--- src/slcp_pkg.sv ---
// Shared types and constants for the serial lamp command parser.
// Beat payload structs, character codes, reply codes and the frame check result.
// No dependencies.
package slcp_pkg;

  // Fixed field widths
  localparam int LAMP_W   = 8;
  localparam int LAMP_IW  = 3;
  localparam int CHAR_W   = 8;
  localparam int REPLY_W  = 2;

  // Only the first seven frame positions are ever examined by the check
  localparam int BUF_DEPTH = 7;
  localparam int BUF_AW    = 3;

  // Frame lengths, counting the closing '<'
  localparam int LEN_ON  = 7;
  localparam int LEN_OFF = 8;

  // Character codes
  localparam logic [CHAR_W-1:0] CH_END   = 8'h3C;
  localparam logic [CHAR_W-1:0] CH_START = 8'h3E;
  localparam logic [CHAR_W-1:0] CH_M     = 8'h4D;
  localparam logic [CHAR_W-1:0] CH_ZERO  = 8'h30;
  localparam logic [CHAR_W-1:0] CH_SEVEN = 8'h37;
  localparam logic [CHAR_W-1:0] CH_SEMI  = 8'h3B;
  localparam logic [CHAR_W-1:0] CH_O     = 8'h4F;
  localparam logic [CHAR_W-1:0] CH_N     = 8'h4E;
  localparam logic [CHAR_W-1:0] CH_F     = 8'h46;

  // Reply codes
  localparam logic [REPLY_W-1:0] REPLY_NONE = 2'd0;
  localparam logic [REPLY_W-1:0] REPLY_OK   = 2'd1;
  localparam logic [REPLY_W-1:0] REPLY_ERR  = 2'd2;

  // Action codes
  localparam logic ACT_BYTE   = 1'b0;
  localparam logic ACT_BUTTON = 1'b1;

  typedef logic [CHAR_W-1:0] char_t;
  typedef char_t [BUF_DEPTH-1:0] frame_buf_t;

  // Command beat
  typedef struct packed {
    logic               action;
    logic [CHAR_W-1:0]  rx_byte;
    logic [LAMP_IW-1:0] button_index;
  } cmd_t;

  // Response beat
  typedef struct packed {
    logic [LAMP_W-1:0]  lamps;
    logic [REPLY_W-1:0] reply;
    logic               changed;
    logic [LAMP_IW-1:0] change_lamp;
    logic               change_on;
  } rsp_t;

  // Outcome of checking a closed frame
  typedef struct packed {
    logic               ok;
    logic [LAMP_IW-1:0] lamp;
    logic               turn_on;
  } frame_check_t;

endpackage

--- src/slcp_frame_check.sv ---
// Combinational check of a closed frame against ">Md;ON<" and ">Md;OFF<".
// Depends on slcp_pkg.
module slcp_frame_check #(
  parameter int NUM_LAMPS = 8,
  parameter int CNT_W     = 4
) (
  input  slcp_pkg::frame_buf_t   frame,
  input  logic [CNT_W-1:0]       len,
  output slcp_pkg::frame_check_t check
);

  logic               len_on;
  logic               len_off;
  logic               digit_ok;
  logic               head_ok;
  logic               tail_ok;
  logic [slcp_pkg::CHAR_W-1:0] d;

  assign d = frame[2];

  // Length must be exactly that of the ON or the OFF form
  assign len_on  = (len == CNT_W'(slcp_pkg::LEN_ON));
  assign len_off = (len == CNT_W'(slcp_pkg::LEN_OFF));

  // Digit names a lamp that exists
  assign digit_ok = (d >= slcp_pkg::CH_ZERO) && (d <= slcp_pkg::CH_SEVEN) &&
                    (32'(d[slcp_pkg::LAMP_IW-1:0]) < NUM_LAMPS);

  assign head_ok = (frame[0] == slcp_pkg::CH_START) && (frame[1] == slcp_pkg::CH_M) &&
                   (frame[3] == slcp_pkg::CH_SEMI) && (frame[4] == slcp_pkg::CH_O);

  assign tail_ok = (len_on && frame[5] == slcp_pkg::CH_N) ||
                   (len_off && frame[5] == slcp_pkg::CH_F && frame[6] == slcp_pkg::CH_F);

  always_comb begin
    check.ok      = digit_ok && head_ok && tail_ok;
    check.lamp    = d[slcp_pkg::LAMP_IW-1:0];
    check.turn_on = len_on;
  end

endmodule

--- src/slcp_exec.sv ---
// Parser state (frame buffer, byte count, lamp levels) and the response register.
// Depends on slcp_pkg and slcp_frame_check.
module slcp_exec #(
  parameter int NUM_LAMPS   = 8,
  parameter int FRAME_DEPTH = 8
) (
  input  logic          clk,
  input  logic          rst,
  input  logic          step,
  input  slcp_pkg::cmd_t item,
  output slcp_pkg::rsp_t res
);

  localparam int CNT_W = $clog2(FRAME_DEPTH + 2);
  localparam logic [CNT_W-1:0] CNT_MAX = CNT_W'(FRAME_DEPTH + 1);

  slcp_pkg::frame_buf_t         frame_bytes;
  logic [CNT_W-1:0]             byte_count;
  logic [CNT_W-1:0]             byte_count_next;
  logic [CNT_W-1:0]             count_inc;
  logic [slcp_pkg::LAMP_W-1:0]  lamp_levels;
  logic [slcp_pkg::LAMP_W-1:0]  lamp_levels_next;
  slcp_pkg::rsp_t               res_next;
  slcp_pkg::frame_check_t       check;
  logic                         is_on;

  // Count including this byte, saturating
  assign count_inc = (byte_count < CNT_MAX) ? byte_count + CNT_W'(1) : byte_count;

  slcp_frame_check #(
    .NUM_LAMPS (NUM_LAMPS),
    .CNT_W     (CNT_W)
  ) u_check (
    .frame (frame_bytes),
    .len   (count_inc),
    .check (check)
  );

  assign is_on = lamp_levels[check.lamp];

  // Next state and response for one beat
  always_comb begin
    lamp_levels_next     = lamp_levels;
    byte_count_next      = byte_count;
    res_next.reply       = slcp_pkg::REPLY_NONE;
    res_next.changed     = 1'b0;
    res_next.change_lamp = '0;
    res_next.change_on   = 1'b0;
    if (item.action == slcp_pkg::ACT_BUTTON) begin
      if (32'(item.button_index) < NUM_LAMPS) begin
        lamp_levels_next[item.button_index] = ~lamp_levels[item.button_index];
        res_next.changed     = 1'b1;
        res_next.change_lamp = item.button_index;
        res_next.change_on   = ~lamp_levels[item.button_index];
      end
    end else begin
      byte_count_next = count_inc;
      if (item.rx_byte == slcp_pkg::CH_END) begin
        byte_count_next = '0;
        if (check.ok) begin
          res_next.reply = slcp_pkg::REPLY_OK;
          if (check.turn_on != is_on) begin
            lamp_levels_next[check.lamp] = check.turn_on;
            res_next.changed     = 1'b1;
            res_next.change_lamp = check.lamp;
            res_next.change_on   = check.turn_on;
          end
        end else begin
          res_next.reply = slcp_pkg::REPLY_ERR;
        end
      end
    end
    res_next.lamps = lamp_levels_next;
  end

  // Control state
  always_ff @(posedge clk) begin
    if (rst) begin
      byte_count  <= '0;
      lamp_levels <= '0;
    end else if (step) begin
      byte_count  <= byte_count_next;
      lamp_levels <= lamp_levels_next;
    end
  end

  // Frame buffer and response payload
  always_ff @(posedge clk) begin
    if (step) begin
      res <= res_next;
      if (item.action == slcp_pkg::ACT_BYTE &&
          byte_count < CNT_W'(slcp_pkg::BUF_DEPTH)) begin
        frame_bytes[byte_count[slcp_pkg::BUF_AW-1:0]] <= item.rx_byte;
      end
    end
  end

`ifndef NO_ASSERTIONS
  a_count_range: assert property (@(posedge clk) disable iff (rst)
    byte_count <= CNT_MAX)
    else $error("byte count beyond saturation");

  a_end_clears: assert property (@(posedge clk) disable iff (rst)
    step && item.action == slcp_pkg::ACT_BYTE && item.rx_byte == slcp_pkg::CH_END
    |=> byte_count == '0)
    else $error("frame end did not empty buffer");

  a_button_no_reply: assert property (@(posedge clk) disable iff (rst)
    step && item.action == slcp_pkg::ACT_BUTTON |=> res.reply == slcp_pkg::REPLY_NONE)
    else $error("reply on button beat");

  a_change_matches: assert property (@(posedge clk) disable iff (rst)
    step |=> (!res.changed || res.lamps[res.change_lamp] == res.change_on))
    else $error("reported change disagrees with lamp levels");

  a_lamps_track: assert property (@(posedge clk) disable iff (rst)
    step |=> res.lamps == lamp_levels)
    else $error("response lamps differ from state");
`endif

endmodule

--- src/serial_lamp_command_parser.sv ---
// Top level of the serial lamp command parser: command input register and response
// handshake around the parser state. Depends on slcp_pkg and slcp_exec.
//
// One command beat (a received byte or a button press) is accepted every clock cycle while
// the response side does not stall, and gives exactly one response beat. The beat sits
// in an input register, passes the frame compare and lamp update logic combinationally
// and lands in the response register, which also commits the byte count, frame buffer
// and lamp levels. A held response stalls the input register, so cmd_ready stays high
// while the input register is empty or moves on in the same cycle. No clearing pass
// after reset is needed.
module serial_lamp_command_parser #(
  parameter int NUM_LAMPS   = 8,
  parameter int FRAME_DEPTH = 8
) (
  input  logic           clk,
  input  logic           rst,
  input  logic           cmd_valid,
  output logic           cmd_ready,
  input  slcp_pkg::cmd_t cmd,
  output logic           rsp_valid,
  input  logic           rsp_ready,
  output slcp_pkg::rsp_t rsp
);

  logic           in_full;
  slcp_pkg::cmd_t cmd_q;
  logic           advance;

  // Input register moves on when the response register is free or drains
  assign advance   = in_full && (!rsp_valid || rsp_ready);
  assign cmd_ready = !in_full || advance;

  always_ff @(posedge clk) begin
    if (rst) begin
      in_full   <= 1'b0;
      rsp_valid <= 1'b0;
    end else begin
      if (cmd_ready) begin
        in_full <= cmd_valid;
      end
      if (advance) begin
        rsp_valid <= 1'b1;
      end else if (rsp_ready) begin
        rsp_valid <= 1'b0;
      end
    end
  end

  always_ff @(posedge clk) begin
    if (cmd_valid && cmd_ready) begin
      cmd_q <= cmd;
    end
  end

  slcp_exec #(
    .NUM_LAMPS   (NUM_LAMPS),
    .FRAME_DEPTH (FRAME_DEPTH)
  ) u_exec (
    .clk  (clk),
    .rst  (rst),
    .step (advance),
    .item (cmd_q),
    .res  (rsp)
  );

endmodule

--- config.mk ---
export PLATFORM = sky130hd
export DESIGN_NAME = serial_lamp_command_parser
export DESIGN_NICKNAME = d
export VERILOG_FILES = /design/src/slcp_pkg.sv /design/src/slcp_frame_check.sv /design/src/slcp_exec.sv /design/src/serial_lamp_command_parser.sv
export SDC_FILE = /design/constraint.sdc
export NUM_CORES = 1
export LEC_CHECK = 0
export BUFFER_PORTS_ARGS = -buffer_cell sky130_fd_sc_hd__buf_2
export CAP_MARGIN = 20
export CORE_MARGIN = 1
export CORE_UTILIZATION = 55
export DETAILED_ROUTE_END_ITERATION = 7
export PLACE_DENSITY = 0.85
export SETUP_SLACK_MARGIN = 0.2
export SLEW_MARGIN = 20
export SYNTH_ARGS = -nofsm -noshare
export SYNTH_HDL_FRONTEND = slang
export SYNTH_SLANG_ARGS = --single-unit
--- constraint.sdc ---
create_clock -name clk -period 3.4 [get_ports clk]
set_clock_uncertainty 0.05 [all_clocks]
set_input_delay 0.17 -clock clk [delete_from_list [all_inputs] [get_ports clk]]
set_output_delay 0.17 -clock clk [all_outputs]
set_load 0.02 [all_outputs]
==> flow_summary.json, run 1 <==
{
  "outcome": "finished clean",
  "slew_headroom_pct": 45.0,
  "vias": 3080,
  "grt_pass1_vias": 2863,
  "pwr-share-clk_pct": 34.8,
  "fin_total_pwr_w": 0.00223,
  "power_density_mw_per_mm2": 456,
  "wl_per_cell_um": 19.1,
  "reg2reg_depth": 7,
  "dominantRegCellSynth": "edfxtp_1",
  "p_sw_w": 0.000512,
  "synth_compound_area_share_pct": 9.31,
  "core_mm2": 0.00733,
  "intPower_w": 0.00171,
  "vias_per_cell": 6.36,
  "place.gp.congestion": 0.948,
  "hold_viol_final": 0,
  "critPathMaxFanout": 9,
  "path_cells": "or4b_1 > or4_1 > a2111o_1 > a21oi_4 > buf_4 > a311oi_1 > nor3_1",
  "clock-sinks": 97,
  "start_util_pct": 57.4,
  "finalSetupViolCount": 0,
  "vdd_drop_max_mv": 0.426,
  "cp_data_required_time_ns": 3.52,
  "synthSimpleGateAreaFrac_pct": 18.8,
  "syn-instance-count": 326,
  "dp_worst_setup_slack_ns": 0.184,
  "synth_top_family_by_area": "simple AND/OR/NAND/NOR gates",
  "cts_root_buffer": "clkbuf_8",
  "slowest_delay_ns": 0.55,
  "antenna_found_initial": 0,
  "route.detailed.drc": 0,
  "synth_mux_area_share_pct": 2.62,
  "clockBufferDepth": 2,
  "grt_max_degree": 26,
  "num_antenna_cells": 0,
  "cts_setup_buffers": 0,
  "area_growth_pct": 16.1,
  "synthArstFlopShare_pct": 0,
  "hold_path.startpoint": "rsp_ready",
  "ys_seq_elements": 97,
  "syn_area_mm2": 0.00421,
  "io_pins": 33,
  "holdPathEnd": "rsp_valid",
  "hold_depth": 4,
  "cts-htree-levels": 3,
  "die_w_um": 89.5,
  "dieArea_mm2": 0.00800,
  "fmaxAchievable_ghz": 0.327,
  "maxCapViolCount": 0,
  "crit_slowest_cell": "or4b_1",
  "synth-edff-count": 83,
  "r2r_slack_ns": 0.35,
  "numPortBuffers": 32,
  "postRouteAntennaNets": 0,
  "slew_violations": 0,
  "yosysSeqAreaShare_pct": 65.9,
  "synth_fa_ha_area_share_pct": 0.892,
  "setup_slack_ns": 0.345,
  "rr_startpoint": "u_exec.frame_bytes[45]",
  "num_rows": 31,
  "chipHeight_um": 89.5,
  "worstSetupPathType": "reg -> reg",
  "layout_common_cells": "edfxtp_1, buf_2, nand2_1",
  "syn_area_per_cell_um2": 12.9,
  "dr.pass1.iters": 6,
  "overflow": 0,
  "syn_nets": 345,
  "layout.nets": 399,
  "clkSlewWorstSetupHoldPaths_ns": 0.10,
  "p_leak_nw": 1.61,
  "insertion_delay_ns": 0.36,
  "hold_path_class": "in -> reg",
  "finalWirelength_um": 9230,
  "rsz0062_at_grt": "false",
  "yosys_warnings": 0,
  "p_comb_share_pct": 4.6,
  "hpwlAfterDp_um": 6060,
  "cts_tree": "yes",
  "post_route_cells_drive_above_1_share_pct": 18.4,
  "setup_tns_ns": 0,
  "drtIter0Drc": 343,
  "p_seq_share_pct": 60.6,
  "crit_arrival_ns": 3.17,
  "synthXorXnorAreaFrac_pct": 0.208,
  "grt_pass1_wl_um": 14300,
  "final.period_utilization_pct": 89.8,
  "min_period_ns": 3.05,
  "start_kind": "flop",
  "p_sw_share_pct": 23.0,
  "rr_endpoint": "u_exec.res[12]",
  "groute.usage.overall_pct": 25.0,
  "cts_made_buffers": 9,
  "worstSetupEndpointType": "flop",
  "layout_commonest_cell": "edfxtp_1",
  "tightest_slew_ns": 0.825,
  "ys_types": 52
}
## cells in the mapped netlist, types with 4 or more instances
| library cell | n | area, µm² |
|---|---|---|
| a211oi_1 | 4 | 30.0 |
| a21oi_1 | 15 | 75.1 |
| a311oi_1 | 6 | 52.6 |
| a31oi_1 | 5 | 31.3 |
| and3_1 | 5 | 31.3 |
| clkbuf_1 | 13 | 48.8 |
| dfxtp_1 | 14 | 280 |
| edfxtp_1 | 83 | 2490 |
| inv_1 | 8 | 30.0 |
| mux4_2 | 4 | 90.1 |
| nand2_1 | 26 | 97.6 |
| nand2b_1 | 9 | 56.3 |
| nand3_1 | 13 | 65.1 |
| nand4_1 | 9 | 56.3 |
| nor2_1 | 21 | 78.8 |
| nor3_1 | 9 | 45.0 |
| nor3b_1 | 4 | 30.0 |
| nor4_1 | 11 | 68.8 |
| nor4b_1 | 4 | 35.0 |
| nor4bb_1 | 4 | 40.0 |
| o21ai_0 | 9 | 45.0 |
| or4_1 | 5 | 37.5 |
## cells by family (layout without fill, tap and decap cells)
kind of cell	after synthesis	after routing
buffers and inverters	23	82
multiplexers	6	6
AO/OA/AOI/OAI	57	57
flip-flops	97	97
AND/OR/NAND/NOR	139	139
adder cells (fa/ha/maj)	3	3
XOR/XNOR	1	1
## layout make-up
| cell class | instances | area, µm² |
|---|---|---|
| Sequential cell | 97 | 2770 |
| Clock inverter | 7 | 86.3 |
| Multi-Input combinational cell | 206 | 1360 |
| Clock buffer | 9 | 124 |
| Fill cell | 530 | 2440 |
| Timing Repair Buffer | 58 | 388 |
| Tap cell | 99 | 124 |
| Inverter | 8 | 30.0 |
## per-layer routing
layer  part of all wire (%)  track usage [%]  routed length [µm]
met2                     48             40.0                4460
met3                    8.3             6.09                 765
met5                      0                0                   0
met1                     40             32.4                3680
met4                    3.5             11.7                 327
## critical path, delay by kind of cell, from the launching register on
| family | cells | cell delay [ns] |
|---|---|---|
| buffers and inverters | 1 | 0.22 |
| AOI/OAI and AO/OA | 3 | 0.92 |
| and+or+nand+nor | 3 | 1.31 |
| DFF | 1 | 0.36 |
## worst max path at each step
| stage | start | end |
|---|---|---|
| 5_1_grt | u_exec.frame_bytes[45] | u_exec.res[12] |
| 4_1_cts | u_exec.byte_count[1] | u_exec.lamp_levels[3] |
| 3_3_place_gp | u_exec.byte_count[1] | u_exec.lamp_levels[3] |
| 6_report | u_exec.frame_bytes[45] | u_exec.res[12] |
| 3_5_place_dp | u_exec.byte_count[1] | u_exec.lamp_levels[3] |
| 2_1_floorplan | u_exec.byte_count[1] | u_exec.lamp_levels[3] |
## registers in the layout (all words and copies together), names as in the netlist
name / flops
cmd_q: 12
in_full: 1
rsp_valid: 1
u_exec.byte_count: 4
u_exec.frame_bytes: 56
u_exec.lamp_levels: 8
u_exec.res: 15
## timing repair
item                                    in CTS  in global routing
endpoints found under the setup margin       2                  4
hold endpoints to repair                    13                  0
hold buffers                                13                  0
resized for setup                            1                  3
## power by group through the flow
stage	Combinational, W	Sequential [W]	Clock [W]
2_1_floorplan	0.0000523	0.00137	0
3_3_place_gp	0.0000861	0.00137	0
3_5_place_dp	0.0000892	0.00138	0
4_1_cts	0.000101	0.00135	0.000776
5_1_grt	0.000111	0.00135	0.000830
6_report	0.000103	0.00135	0.000774
## metrics by stage
step	std cells	hold WS [ns]	utilization, %	cell area (µm²)
after floorplan	326	0.219	-	4210
after global placement	455	0.296	61.7	4520
after detailed placement	455	0.298	61.7	4520
after CTS	484	0.0483	66.4	4870
after global routing	484	0.0543	66.7	4890
final	484	0.0542	66.7	4890
No activity file was read; power rests on OpenSTA's default activity.
==> run 2, diff against run 1 <==
--- a/config.mk
+++ b/config.mk
@@ -5,6 +5,7 @@
 export SDC_FILE = /design/constraint.sdc
 export NUM_CORES = 1
 export LEC_CHECK = 0
+export ABC_AREA = 1
 export BUFFER_PORTS_ARGS = -buffer_cell sky130_fd_sc_hd__buf_2
 export CAP_MARGIN = 20
 export CORE_MARGIN = 1
@@ -12,7 +13,7 @@
 export DETAILED_ROUTE_END_ITERATION = 7
 export PLACE_DENSITY = 0.85
 export SETUP_SLACK_MARGIN = 0.2
-export SLEW_MARGIN = 20
+export SLEW_MARGIN = 15
 export SYNTH_ARGS = -nofsm -noshare
 export SYNTH_HDL_FRONTEND = slang
 export SYNTH_SLANG_ARGS = --single-unit
==> flow_summary.json, run 2 <==
{
  "postPlaceCellArea_mm2": 0.00462,
  "dp.cells": 562,
  "min_period_ns": 2.95,
  "syn_nets": 450,
  "fin_cells": 590,
  "pwr-share-clk_pct": 32.8,
  "syn_area_mm2": 0.00434,
  "syn_area_per_cell_um2": 10.1,
  "insertion_delay_ns": 0.38,
  "antenna_found_initial": 0,
  "grt_max_degree": 24,
  "layout.nets": 502,
  "place.gp.congestion": 0.883,
  "groute.usage.overall_pct": 23.3,
  "worstSetupPathType": "reg -> reg",
  "ys_types": 35,
  "clock-sinks": 97,
  "yosysSeqAreaShare_pct": 63.9,
  "synthArstFlopShare_pct": 0,
  "synth.most_common_cell": "nand2_1",
  "p_sw_share_pct": 25.5,
  "finalInstanceArea_mm2": 0.00494,
  "clockBufferDepth": 2,
  "slew_headroom_pct": 53.1,
  "finalSetupViolCount": 0,
  "wl_per_cell_um": 15.0,
  "fin_total_pwr_w": 0.00224,
  "rsz0062_at_grt": "true",
  "nFillCells": 580,
  "synth_top_cell_area_share_pct": 57.4,
  "route.detailed.drc": 2,
  "p_comb_share_pct": 6.4,
  "grt_pass1_vias": 3216,
  "synth.largest_area_cell": "edfxtp_1",
  "power_density_mw_per_mm2": 453,
  "clkSlewWorstSetupHoldPaths_ns": 0.10,
  "fmaxAchievable_ghz": 0.339,
  "yosys_warnings": 0,
  "p_seq_share_pct": 60.9,
  "cts_root_buffer": "clkbuf_8",
  "dr.pass1.iters": 8,
  "crit_arrival_ns": 3.18,
  "worstSetupEndpointType": "flop",
  "layout_common_cells": "nand2_1, edfxtp_1, inv_1",
  "area_growth_pct": 13.7,
  "hold_viol_final": 0,
  "outcome": "finished with violations",
  "num_antenna_cells": 0,
  "dominantRegCellSynth": "edfxtp_1",
  "dieArea_mm2": 0.00825,
  "start_kind": "flop",
  "cts-htree-levels": 3,
  "cp_data_required_time_ns": 3.63,
  "violations": "DRC",
  "ys_seq_elements": 97,
  "numPortBuffers": 32,
  "cts_made_buffers": 9,
  "largest_reg_flops": 56,
  "postRouteAntennaNets": 0,
  "intPower_w": 0.00167,
  "final.period_utilization_pct": 86.7,
  "hold_path_class": "in -> reg",
  "vias": 3317,
  "maxCapViolCount": 0,
  "fin_util_pct": 64.2,
  "synth_area_leaders": "edfxtp_1, nand2_1, dfxtp_1, inv_1, nand3_1",
  "io_pins": 33,
  "tightest_slew_ns": 0.702,
  "ys_top_cells_by_count": "nand2_1, edfxtp_1, inv_1, nor2_1, nand3_1",
  "die_w_um": 90.8,
  "num_rows": 32,
  "post_route_cells_drive_above_1_share_pct": 15.0,
  "syn-instance-count": 431,
  "core_mm2": 0.00769,
  "cts_tree": "yes",
  "vdd_drop_max_mv": 0.312,
  "vias_per_cell": 5.62,
  "critPathMaxFanout": 9,
  "slew_violations": 0,
  "p_leak_nw": 1.98,
  "hpwlAfterDp_um": 6030,
  "chipHeight_um": 90.8,
  "cts_setup_buffers": 0,
  "layout_commonest_cell": "nand2_1",
  "overflow": 0,
  "setup_tns_ns": 0,
  "finalWirelength_um": 8870,
  "grt_pass1_wl_um": 14700,
  "drtIter0Drc": 419,
  "synth-edff-count": 83,
  "start_util_pct": 56.5,
  "p_sw_w": 0.000569
}
run 2: cell count changes in the layout (fill, tap and decap cells not counted), sizes merged, moves of 9 or more:
cell	delta
nand2	+77
nand2b	-9
nand3	+28
inv	+54
buf	-10
nor2	+31
run 2: metrics by stage:
stage,hold slack (ns),setup slack (ns)
after floorplan,0.219,0.897
after global placement,0.296,0.685
after detailed placement,0.298,0.509
after CTS,0.0174,0.482
after global routing,0.0252,0.175
final,0.0171,0.452
run 2: cell type report:
| class | count | area, µm² | area share [%] |
|---|---|---|---|
| Clock buffer | 9 | 124 | 2.51 |
| Clock inverter | 7 | 67.6 | 1.37 |
| Inverter | 60 | 225 | 4.56 |
| Multi-Input combinational cell | 268 | 1320 | 26.7 |
| Sequential cell | 97 | 2770 | 56.2 |
| Tap cell | 102 | 128 | 2.59 |
| Timing Repair Buffer | 47 | 303 | 6.13 |
run 2: final timing paths:
kind / depth (start not counted) / slack (ns) / start / endpoint
worst max-delay path: 18 / 0.45 / u_exec.byte_count[0] / u_exec.lamp_levels[0]
worst min-delay path: 3 / 0.02 / cmd_valid / in_full
worst max register to register: 18 / 0.45 / u_exec.byte_count[0] / u_exec.lamp_levels[0]
worst min register to register: 2 / 0.46 / rsp_valid / rsp_valid
run 2: routing by layer:
layer | global-route usage, % | share of wire (%) | wire [µm] | up-vias
li1 | - | - | - | 1574
met1 | 28.7 | 40 | 3540 | 1534
met2 | 37.9 | 49 | 4350 | 177
met3 | 5.05 | 7.7 | 686 | 32
met4 | 13.5 | 3.4 | 298 | 0
met5 | 0 | 0 | 0 | -
run 2: critical path: stages (launching register included):
cell and delay [ns]:
dfxtp_1 0.44, inv_1 0.14, ha_1 0.23, nand2_2 0.10
nand2_2 0.08, nand2_1 0.13, a21oi_1 0.10, nand2_1 0.08
buf_4 0.16, inv_1 0.05, ha_1 0.34, nor2_2 0.17
nand2_1 0.08, nor2_1 0.20, nand4_1 0.15, nand3_2 0.13
nand3_1 0.10, nand2_1 0.10, inv_1 0.05
run 2: kinds of logic after synthesis:
kind of cell / after synthesis / synth area share [%]
XOR/XNOR: 1 / 0.202
AND/OR/NAND/NOR: 226 / 23.7
buffers and inverters: 66 / 5.94
AO/OA/AOI/OAI: 38 / 5.39
flip-flops: 97 / 63.9
adder cells (fa/ha/maj): 3 / 0.865
run 2: power groups by stage:
| stage | registers, W | clock network, W | logic, W |
|---|---|---|---|
| global route | 0.00136 | 0.000789 | 0.000156 |
| finish | 0.00136 | 0.000732 | 0.000143 |
| global placement | 0.00138 | 0 | 0.000122 |
| floorplan | 0.00139 | 0 | 0.0000768 |
| detailed placement | 0.00139 | 0 | 0.000128 |
| CTS | 0.00136 | 0.000733 | 0.000140 |
run 2: repair_timing:
item,CTS,global route
endpoints found under the setup margin,0,6
hold endpoints to repair,12,0
resized for setup,0,2
hold buffers,12,0
